<file path="config.mk">
export PLATFORM = sky130hd
export DESIGN_NAME = positional_list_engine
export DESIGN_NICKNAME = d
export VERILOG_FILES = /design/src/rtl/plc_pkg.sv /design/src/rtl/plc_cell.sv /design/src/rtl/positional_list_engine.sv
export SDC_FILE = /design/constraint.sdc
export NUM_CORES = 2
export LEC_CHECK = 0
export BUFFER_PORTS_ARGS = -buffer_cell sky130_fd_sc_hd__buf_2
export CAP_MARGIN = 20
export CORE_UTILIZATION = 38
export CTS_CLUSTER_SIZE = 8
export DETAILED_ROUTE_END_ITERATION = 7
export GPL_TIMING_DRIVEN = 0
export MAX_ROUTING_LAYER = met4
export PLACE_DENSITY = 0.65
export SETUP_SLACK_MARGIN = 0.15
export SLEW_MARGIN = 20
export SYNTH_ARGS = -nofsm -noshare
export SYNTH_HDL_FRONTEND = slang
export SYNTH_SLANG_ARGS = --single-unit
</file>
<file path="constraint.sdc">
create_clock -name clock -period 5.25 [get_ports clock]
set_clock_uncertainty 0.15 [all_clocks]
set_input_delay 0.525 -clock clock [delete_from_list [all_inputs] [get_ports clock]]
set_output_delay 0.525 -clock clock [all_outputs]
set_load 0.02 [all_outputs]
</file>
<file path="src/rtl/plc_pkg.sv">
// Shared types and constants for the positional list engine.
// Used by plc_cell and positional_list_engine; depends on nothing.
package plc_pkg;

   localparam int DEPTH_DEFAULT = 16;

   localparam logic [2:0] OP_INS_HEAD = 3'd0;
   localparam logic [2:0] OP_INS_TAIL = 3'd1;
   localparam logic [2:0] OP_INS_POS  = 3'd2;
   localparam logic [2:0] OP_DEL_POS  = 3'd3;
   localparam logic [2:0] OP_ROTATE   = 3'd4;
   localparam logic [2:0] OP_COUNT    = 3'd5;
   localparam logic [2:0] OP_DUMP     = 3'd6;

   localparam logic [2:0] STATUS_OK     = 3'd0;
   localparam logic [2:0] STATUS_BADPOS = 3'd1;
   localparam logic [2:0] STATUS_EMPTY  = 3'd2;
   localparam logic [2:0] STATUS_FULL   = 3'd3;
   localparam logic [2:0] STATUS_SHORT  = 3'd4;

   typedef struct packed {
      logic [2:0]         op;
      logic signed [31:0] new_value;
      logic [4:0]         position;
   } req_type;

   typedef struct packed {
      logic [2:0]         status;
      logic signed [31:0] item_value;
      logic [4:0]         item_count;
      logic               last_item;
   } rsp_type;

   typedef enum logic [2:0] {
      SEL_HOLD,
      SEL_NEW,
      SEL_LEFT,
      SEL_RIGHT,
      SEL_WRAP
   } cell_sel_type;

   typedef enum logic [2:0] {
      CHAIN_HOLD,
      CHAIN_INSERT,
      CHAIN_DELETE,
      CHAIN_ROTATE,
      CHAIN_DRAIN
   } chain_op_type;

   typedef enum logic {
      STATE_IDLE,
      STATE_DUMP
   } state_type;

endpackage

</file>
<file path="src/rtl/plc_cell.sv">
// One storage cell of the list chain: holds a value or loads a new, neighbour or wrap value.
// Depends on plc_pkg.
module plc_cell (
   input  logic                  clock,
   input  plc_pkg::cell_sel_type sel,
   input  logic signed [31:0]    left_value,
   input  logic signed [31:0]    right_value,
   input  logic signed [31:0]    new_value,
   input  logic signed [31:0]    wrap_value,
   output logic signed [31:0]    value_out
);

   logic signed [31:0] value_ff;
   logic signed [31:0] value_in;

   always_comb begin
      case (sel)
         plc_pkg::SEL_NEW:   value_in = new_value;
         plc_pkg::SEL_LEFT:  value_in = left_value;
         plc_pkg::SEL_RIGHT: value_in = right_value;
         plc_pkg::SEL_WRAP:  value_in = wrap_value;
         default:            value_in = value_ff;
      endcase
   end

   always_ff @(posedge clock) begin
      value_ff <= value_in;
   end

   assign value_out = value_ff;

endmodule

</file>
<file path="src/rtl/positional_list_engine.sv">
// Positional list engine top level: a chain of plc_cell stages with the head in cell 0.
// Depends on plc_pkg and plc_cell.
// Insert, delete, rotation and count requests each give one result, so one request is
// accepted per cycle while the result register drains. A dump of a non-empty list holds
// off the request side until all elements are out: the chain rotates head to tail once
// per cycle while results drain and each element is read from cell 0, leaving the list
// unchanged after the last one. A dump of an empty list gives its single result like any
// other request; an untaken result stalls the engine. No clearing pass runs after reset.
module positional_list_engine #(
   parameter int DEPTH = plc_pkg::DEPTH_DEFAULT
) (
   input  logic             clock,
   input  logic             reset,
   input  logic             req_valid,
   output logic             req_ready,
   input  plc_pkg::req_type req_data,
   output logic             rsp_valid,
   input  logic             rsp_ready,
   output plc_pkg::rsp_type rsp_data
);

   localparam int CNT_W = $clog2(DEPTH + 1);
   localparam int IDX_W = $clog2(DEPTH);
   localparam int CMP_W = ((CNT_W > 5) ? CNT_W : 5) + 1;

   plc_pkg::state_type     state_ff, state_in;
   logic [CNT_W-1:0]       count_ff, count_in;
   logic [CNT_W-1:0]       dump_left_ff, dump_left_in;
   logic                   rsp_valid_ff, rsp_valid_in;
   plc_pkg::rsp_type       rsp_ff, rsp_in;

   logic                   out_free;
   logic                   req_fire;
   logic                   dump_step;
   logic                   dump_start;
   logic [2:0]             op_status;
   logic [CNT_W-1:0]       op_count;
   plc_pkg::chain_op_type  op_chain;
   plc_pkg::chain_op_type  chain_op;
   logic [CMP_W-1:0]       cnt_ext;
   logic [CMP_W-1:0]       cnt_m1;
   logic [CMP_W-1:0]       pos_ext;
   logic [CMP_W-1:0]       ins_pos;
   logic signed [31:0]     tail_value;
   logic signed [31:0]     wrap_value;

   plc_pkg::cell_sel_type  cell_sel   [DEPTH];
   logic signed [31:0]     cell_value [DEPTH];

   assign cnt_ext    = CMP_W'(count_ff);
   assign cnt_m1     = cnt_ext - CMP_W'(1);
   assign pos_ext    = CMP_W'(req_data.position);
   assign tail_value = cell_value[IDX_W'(count_ff - CNT_W'(1))];
   assign wrap_value = (state_ff == plc_pkg::STATE_DUMP) ? cell_value[0] : tail_value;

   assign out_free = !rsp_valid_ff || rsp_ready;
   assign req_fire = req_valid && req_ready;

   // decode the request
   always_comb begin
      op_status = plc_pkg::STATUS_OK;
      op_count  = count_ff;
      op_chain  = plc_pkg::CHAIN_HOLD;
      ins_pos   = pos_ext;
      unique case (req_data.op) inside
         plc_pkg::OP_INS_HEAD, plc_pkg::OP_INS_TAIL, plc_pkg::OP_INS_POS: begin
            if (req_data.op == plc_pkg::OP_INS_HEAD) begin
               ins_pos = '0;
            end else if (req_data.op == plc_pkg::OP_INS_TAIL) begin
               ins_pos = cnt_ext;
            end
            if (ins_pos > cnt_ext) begin
               op_status = plc_pkg::STATUS_BADPOS;
            end else if (count_ff >= CNT_W'(DEPTH)) begin
               op_status = plc_pkg::STATUS_FULL;
            end else begin
               op_chain = plc_pkg::CHAIN_INSERT;
               op_count = count_ff + CNT_W'(1);
            end
         end
         plc_pkg::OP_DEL_POS: begin
            if (count_ff == '0) begin
               op_status = plc_pkg::STATUS_EMPTY;
            end else if (pos_ext >= cnt_ext) begin
               op_status = plc_pkg::STATUS_BADPOS;
            end else begin
               op_chain = plc_pkg::CHAIN_DELETE;
               op_count = count_ff - CNT_W'(1);
            end
         end
         plc_pkg::OP_ROTATE: begin
            if (count_ff < CNT_W'(2)) begin
               op_status = plc_pkg::STATUS_SHORT;
            end else begin
               op_chain = plc_pkg::CHAIN_ROTATE;
            end
         end
         plc_pkg::OP_DUMP: begin
            if (count_ff == '0) begin
               op_status = plc_pkg::STATUS_EMPTY;
            end
         end
         default: begin
            op_status = plc_pkg::STATUS_OK;
         end
      endcase
   end

   assign dump_start = req_fire && (req_data.op == plc_pkg::OP_DUMP) && (count_ff != '0);

   // next state
   always_comb begin
      state_in = state_ff;
      unique case (state_ff)
         plc_pkg::STATE_IDLE: begin
            if (dump_start) begin
               state_in = plc_pkg::STATE_DUMP;
            end
         end
         plc_pkg::STATE_DUMP: begin
            if (out_free && (dump_left_ff == CNT_W'(1))) begin
               state_in = plc_pkg::STATE_IDLE;
            end
         end
         default: state_in = plc_pkg::STATE_IDLE;
      endcase
   end

   // state outputs
   always_comb begin
      req_ready = 1'b0;
      dump_step = 1'b0;
      unique case (state_ff)
         plc_pkg::STATE_IDLE: req_ready = out_free;
         plc_pkg::STATE_DUMP: dump_step = out_free;
         default: begin
            req_ready = 1'b0;
            dump_step = 1'b0;
         end
      endcase
   end

   always_comb begin
      if (dump_step) begin
         chain_op = plc_pkg::CHAIN_DRAIN;
      end else if (req_fire) begin
         chain_op = op_chain;
      end else begin
         chain_op = plc_pkg::CHAIN_HOLD;
      end
   end

   always_comb begin
      count_in     = req_fire ? op_count : count_ff;
      dump_left_in = dump_left_ff;
      if (dump_start) begin
         dump_left_in = count_ff;
      end else if (dump_step) begin
         dump_left_in = dump_left_ff - CNT_W'(1);
      end
   end

   always_comb begin
      rsp_valid_in = rsp_valid_ff;
      rsp_in       = rsp_ff;
      if (req_fire && !dump_start) begin
         rsp_valid_in         = 1'b1;
         rsp_in.status        = op_status;
         rsp_in.item_value    = '0;
         rsp_in.item_count    = 5'(op_count);
         rsp_in.last_item     = 1'b1;
      end else if (dump_step) begin
         rsp_valid_in         = 1'b1;
         rsp_in.status        = plc_pkg::STATUS_OK;
         rsp_in.item_value    = cell_value[0];
         rsp_in.item_count    = 5'(count_ff);
         rsp_in.last_item     = (dump_left_ff == CNT_W'(1));
      end else if (rsp_ready) begin
         rsp_valid_in = 1'b0;
      end
   end

   always_ff @(posedge clock) begin
      if (reset) begin
         state_ff     <= plc_pkg::STATE_IDLE;
         count_ff     <= '0;
         dump_left_ff <= '0;
         rsp_valid_ff <= 1'b0;
      end else begin
         state_ff     <= state_in;
         count_ff     <= count_in;
         dump_left_ff <= dump_left_in;
         rsp_valid_ff <= rsp_valid_in;
      end
   end

   always_ff @(posedge clock) begin
      rsp_ff <= rsp_in;
   end

   assign rsp_valid = rsp_valid_ff;
   assign rsp_data  = rsp_ff;

   for (genvar i = 0; i < DEPTH; i++) begin : g_chain
      localparam logic [CMP_W-1:0] CELL_IDX = CMP_W'(i);
      logic signed [31:0] left_value;
      logic signed [31:0] right_value;

      if (i == 0) begin : g_first
         assign left_value = '0;
      end else begin : g_mid_left
         assign left_value = cell_value[i-1];
      end

      if (i == DEPTH - 1) begin : g_last
         assign right_value = '0;
      end else begin : g_mid_right
         assign right_value = cell_value[i+1];
      end

      always_comb begin
         cell_sel[i] = plc_pkg::SEL_HOLD;
         case (chain_op)
            plc_pkg::CHAIN_INSERT: begin
               if (CELL_IDX == ins_pos) begin
                  cell_sel[i] = plc_pkg::SEL_NEW;
               end else if ((CELL_IDX > ins_pos) && (CELL_IDX <= cnt_ext)) begin
                  cell_sel[i] = plc_pkg::SEL_LEFT;
               end
            end
            plc_pkg::CHAIN_DELETE: begin
               if ((CELL_IDX >= pos_ext) && (CELL_IDX < cnt_m1)) begin
                  cell_sel[i] = plc_pkg::SEL_RIGHT;
               end
            end
            plc_pkg::CHAIN_ROTATE: begin
               if (CELL_IDX == '0) begin
                  cell_sel[i] = plc_pkg::SEL_WRAP;
               end else if (CELL_IDX < cnt_ext) begin
                  cell_sel[i] = plc_pkg::SEL_LEFT;
               end
            end
            plc_pkg::CHAIN_DRAIN: begin
               if (CELL_IDX < cnt_m1) begin
                  cell_sel[i] = plc_pkg::SEL_RIGHT;
               end else if (CELL_IDX == cnt_m1) begin
                  cell_sel[i] = plc_pkg::SEL_WRAP;
               end
            end
            default: cell_sel[i] = plc_pkg::SEL_HOLD;
         endcase
      end

      plc_cell u_cell (
         .clock       (clock),
         .sel         (cell_sel[i]),
         .left_value  (left_value),
         .right_value (right_value),
         .new_value   (req_data.new_value),
         .wrap_value  (wrap_value),
         .value_out   (cell_value[i])
      );
   end

   a_count_bound : assert property (@(posedge clock) disable iff (reset)
      count_ff <= CNT_W'(DEPTH))
      else $error("element count above depth");

   a_no_req_in_dump : assert property (@(posedge clock) disable iff (reset)
      (state_ff == plc_pkg::STATE_DUMP) |-> !req_ready)
      else $error("request accepted during dump");

   a_count_stable_dump : assert property (@(posedge clock) disable iff (reset)
      (state_ff == plc_pkg::STATE_DUMP) |=> $stable(count_ff))
      else $error("count changed during dump");

   a_nonlast_in_dump : assert property (@(posedge clock) disable iff (reset)
      (rsp_valid_ff && !rsp_ff.last_item) |-> (state_ff == plc_pkg::STATE_DUMP))
      else $error("non-final response outside dump");

endmodule
</file>
==> impl_table.tex <==
\begin{tabular}{lr}
\hline
Metric & Value \\
\hline
\multicolumn{2}{l}{\textbf{Run status}} \\
Outcome & finished, violations left \\
Failing checks & DRC \\
\multicolumn{2}{l}{\textbf{Clock tree}} \\
Clock-pin slew of the registers on the worst-case setup and hold paths & 50 ps \\
Clock root cell & clkbuf\_16 \\
H-tree level count & 3 \\
Maximum root-to-sink buffer count & 3 \\
Num CTS Buffers & 81 \\
CTS tree & built \\
Worst skew pair latency & 670 ps \\
Clock Sinks & 565 \\
\multicolumn{2}{l}{\textbf{Setup path}} \\
Biggest fanout along the worst timing path & 10 \\
Standard cell with the maximum stage delay on the critical path & clkbuf\_1 \\
Type of element capturing the critical path & flop \\
Crit path launch & count\_ff[0] \\
Arrival time reported for the critical path endpoint & 5470 ps \\
Critical-path cell list & buf\_6 > buf\_6 > buf\_8 > clkinvlp\_4 > ha\_1 > buf\_2 > nor2\_1 > nand3\_1 > a21oi\_1 > and3\_1 > clkbuf\_1 > clkbuf\_1 > a222oi\_1 > o21ai\_0 \\
Critical register-to-register path startpoint & count\_ff[0] \\
Worst reg2reg setup slack & 80 ps \\
Path type of the worst setup path & reg -> reg \\
Crit path launch type & flop \\
Required time of the critical path & 5550 ps \\
Peak per-stage delay on the critical path & 740 ps \\
\multicolumn{2}{l}{\textbf{Synth}} \\
Gate count of the mapped netlist & 2912 \\
Fraction of synthesized cell area taken by the top area cell type & 0.4491 \\
Proportion of synthesized chip area in sequential cells & 0.4750 \\
Total nets after synthesis & 2975 \\
Mean instance size in the synthesized netlist & 11.94 µm² \\
Synthesized cell area & 34770 µm² \\
Area contributors post-synth & edfxtp\_1 45\%, a221o\_1 9.2\%, mux4\_2 8.3\%, a22o\_1 8.1\%, a222oi\_1 4.5\% \\
Biggest area consumer among synthesized cells & edfxtp\_1 \\
Primary flip-flop cell chosen by synthesis mapping & edfxtp\_1 \\
Yosys warning total & 0 \\
Synth async-reset ratio & 0 \\
Post-synth EDFFs & 520 \\
Unique cell type count in the Yosys netlist & 87 \\
Synthesized flop and latch total & 565 \\
\multicolumn{2}{l}{\textbf{Drt}} \\
Number of violations reported at the end of detailed-routing iteration 0 & 7871 \\
DR WL/cell & 42.22 µm \\
Wire length reported by the detailed router & 183.7 mm \\
Via count & 33.21k \\
DRC Markers & 85 \\
Drt first pass iters & 8 \\
Number of routed nets with antenna violations & 0 \\
Vias per cell & 7.632 \\
\multicolumn{2}{l}{\textbf{STA}} \\
Tightest slew margin relative to the limit & 0.1072 \\
Highest achievable clock rate & 193.4 MHz \\
Final count of negative-setup-slack endpoints & 0 \\
Clock period minus final worst setup slack & 5171 ps \\
Post-route worst hold slack & 18.86 ps \\
Ratio of final minimum period to clock period & 0.9850 \\
Final Slew Violations & 0 \\
RSZ-0062 raised after global routing & yes \\
Slew at the pin closest to its max-slew limit & 1325 ps \\
Hold violation count in the final report & 0 \\
\multicolumn{2}{l}{\textbf{GRT}} \\
Number of global-route vias before repair & 30.01k \\
Remaining global-route overflow & 0 \\
Maximum number of pins on one net before global-route repair & 26 \\
Antenna violations before repair & 9 \\
Gr usage total & 0.3952 \\
Global-route wire length before repair & 248.0 mm \\
\multicolumn{2}{l}{\textbf{Power and ir drop}} \\
Net switching fraction of the power & 0.3621 \\
Fraction of power consumed by sequential logic & 0.370 \\
Comb power frac & 0.288 \\
Fraction of power consumed by the clock network & 0.343 \\
Power density over cell area & 366.3 nW/µm² \\
Switching power & 5330 µW \\
P\_int & 9391 µW \\
Maximum VDD drop & 0.2240 mV \\
Leakage component of the power & 0.01344 µW \\
\multicolumn{2}{l}{\textbf{Final layout}} \\
Total number of nets in the final design & 3191 \\
Area growth, synth to finish & 15.58\% \\
Post-route cell area & 40190 µm² \\
Fraction of layout instances using a drive strength above 1 & 0.1953 \\
\multicolumn{2}{l}{\textbf{Die}} \\
Width of the chip & 304.5 µm \\
Die Outline Area & 92720 µm² \\
Initial core utilization & 0.3851 \\
Die Height & 304.5 µm \\
Core region area & 90290 µm² \\
Number of rows created at floorplan & 110 \\
I/O pin count & 87 \\
\multicolumn{2}{l}{\textbf{Worst hold path}} \\
Startpoint of the lowest-slack hold path & reset \\
Path type of the worst min-delay path & in -> reg \\
\multicolumn{2}{l}{\textbf{Placement}} \\
Sum of net half-perimeters after detailed placement & 141.3 mm \\
Quantity of I/O buffers inserted on ports & 86 \\
Placement Cell Area & 37330 µm² \\
Routability congestion estimate from global placement & 1.048 \\
\multicolumn{2}{l}{\textbf{Run}} \\
Maximum Capacitance Violations & 0 \\
\hline
\end{tabular}
[through the flow]
stage	TNS [ps]	power [µW]	std cells	worst slack (ps)	utilization
finish	0	14720	4352	78.59	0.4451
global route	0	14840	4348	134.3	0.4450
CTS	0	14340	4333	54.65	0.4423
detailed placement	-770640	9367	4203	-1471	0.4135
global placement	-1581050	9320	4174	-3747	0.4064
floorplan	-13030	7625	2912	-203.6	-
[cells in the mapped netlist (all sizes together) (3+ instances only)]
| cell type | n |
|---|---|
| or4 | 4 |
| inv | 45 |
| or3 | 10 |
| o22ai | 8 |
| dfxtp | 45 |
| a22oi | 4 |
| nand4 | 5 |
| or2 | 4 |
| a31oi | 11 |
| xnor2 | 4 |
| o211ai | 9 |
| clkbuf | 227 |
| ha | 19 |
| buf | 165 |
| nand2 | 235 |
| mux4 | 128 |
| o21bai | 3 |
| nand3 | 77 |
| nor2 | 47 |
| o32ai | 3 |
| nor4b | 4 |
| a222oi | 158 |
| a221oi | 5 |
| and3 | 40 |
| a311oi | 3 |
| a22o | 321 |
| and4bb | 4 |
| a211oi | 10 |
| a221o | 321 |
| nor3 | 21 |
| a21oi | 67 |
| nor2b | 36 |
| mux2i | 3 |
| a21o | 35 |
| nor4 | 8 |
| o21ai | 197 |
| a41oi | 3 |
| o31ai | 9 |
| o21a | 12 |
| edfxtp | 520 |
| o22a | 5 |
| and2 | 13 |
| nand2b | 40 |
[logic make-up (layout without fill, tap and decap cells)]
| logic type | Yosys count | after routing | share of synthesized area |
|---|---|---|---|
| buffers and inverters | 438 | 690 | 0.06175 |
| adder cells (fa/ha/maj) | 19 | 19 | 0.006837 |
| AND/OR/NAND/NOR | 555 | 555 | 0.08143 |
| XOR/XNOR | 6 | 6 | 0.001511 |
| AO/OA/AOI/OAI | 1198 | 1198 | 0.2897 |
| flip-flops | 565 | 565 | 0.4750 |
| other | 0 | 12 | 0 |
| multiplexers | 131 | 131 | 0.08377 |
[area by class of cell]
cell class	instances	area, µm²
Antenna cell	12	30.03
Multi-Input combinational cell	1909	16570
Clock buffer	114	2172
Sequential cell	565	16520
Inverter	46	176.4
Clock inverter	5	115.1
Tap cell	1176	1471
Fill cell	8319	50100
Timing Repair Buffer	133	1086
Buffer	392	2052
[critical path: cells and delay by family (launching register included)]
kind	cells	cell delay, ps
flip-flops	1	460
buffers and inverters	7	2300
AO/OA/AOI/OAI	3	1040
AND/OR/NAND/NOR	3	710
adder cells (fa/ha/maj)	1	280
[registers in the layout (all words and copies together) (netlist names)]
name,cells
g_chain.u_cell.value_out,512
dump_left_ff,5
count_ff,5
state_ff,1
rsp_data,41
rsp_valid,1
[final timing paths]
path                                                        end  cells after the start
worst max-delay path            g_chain[3].u_cell.value_out[12]                     14
worst min-delay path                                count_ff[2]                      3
worst max register to register  g_chain[3].u_cell.value_out[12]                     14
worst min register to register                     rsp_data[31]                      2
[layer usage]
metal	up-vias	wire, µm	track usage
met4	0	10390	0.1792
li1	12770	-	-
met5	-	0	-
met1	16310	66270	0.5099
met3	555	33620	0.1650
met2	3573	73460	0.5339
[placed cells by master (no fill, tap or decap), drive strengths merged, types with 5 or more instances in the layout]
cell / Yosys / layout
edfxtp: 520 / 520
clkbuf: 227 / 343
a22o: 321 / 321
a221o: 321 / 321
buf: 165 / 296
nand2: 235 / 235
o21ai: 197 / 197
a222oi: 158 / 158
mux4: 128 / 128
nand3: 77 / 77
a21oi: 67 / 67
nor2: 47 / 47
dfxtp: 45 / 45
inv: 45 / 45
nand2b: 40 / 40
and3: 40 / 40
nor2b: 36 / 36
a21o: 35 / 35
nor3: 21 / 21
ha: 19 / 19
and2: 13 / 13
diode: 0 / 12
o21a: 12 / 12
a31oi: 11 / 11
or3: 10 / 10
a211oi: 10 / 10
o211ai: 9 / 9
o31ai: 9 / 9
o22ai: 8 / 8
nor4: 8 / 8
o22a: 5 / 5
nand4: 5 / 5
a221oi: 5 / 5
[power groups by stage]
stage               Clock (µW)  Sequential, µW  Combinational [µW]
floorplan                    0            5410                2220
global placement             0            5520                3800
detailed placement           0            5500                3870
CTS                       5020            5410                3910
global route              5160            5440                4240
finish                    5040            5440                4230
[repair_timing]
item	in CTS	in global routing
setup endpoints to repair	974	633
hold buffers	0	0
pin swaps	7	2
cloned	0	0
buffers inserted	11	7
resized for setup	56	49
(Power assumes the default switching activity.)
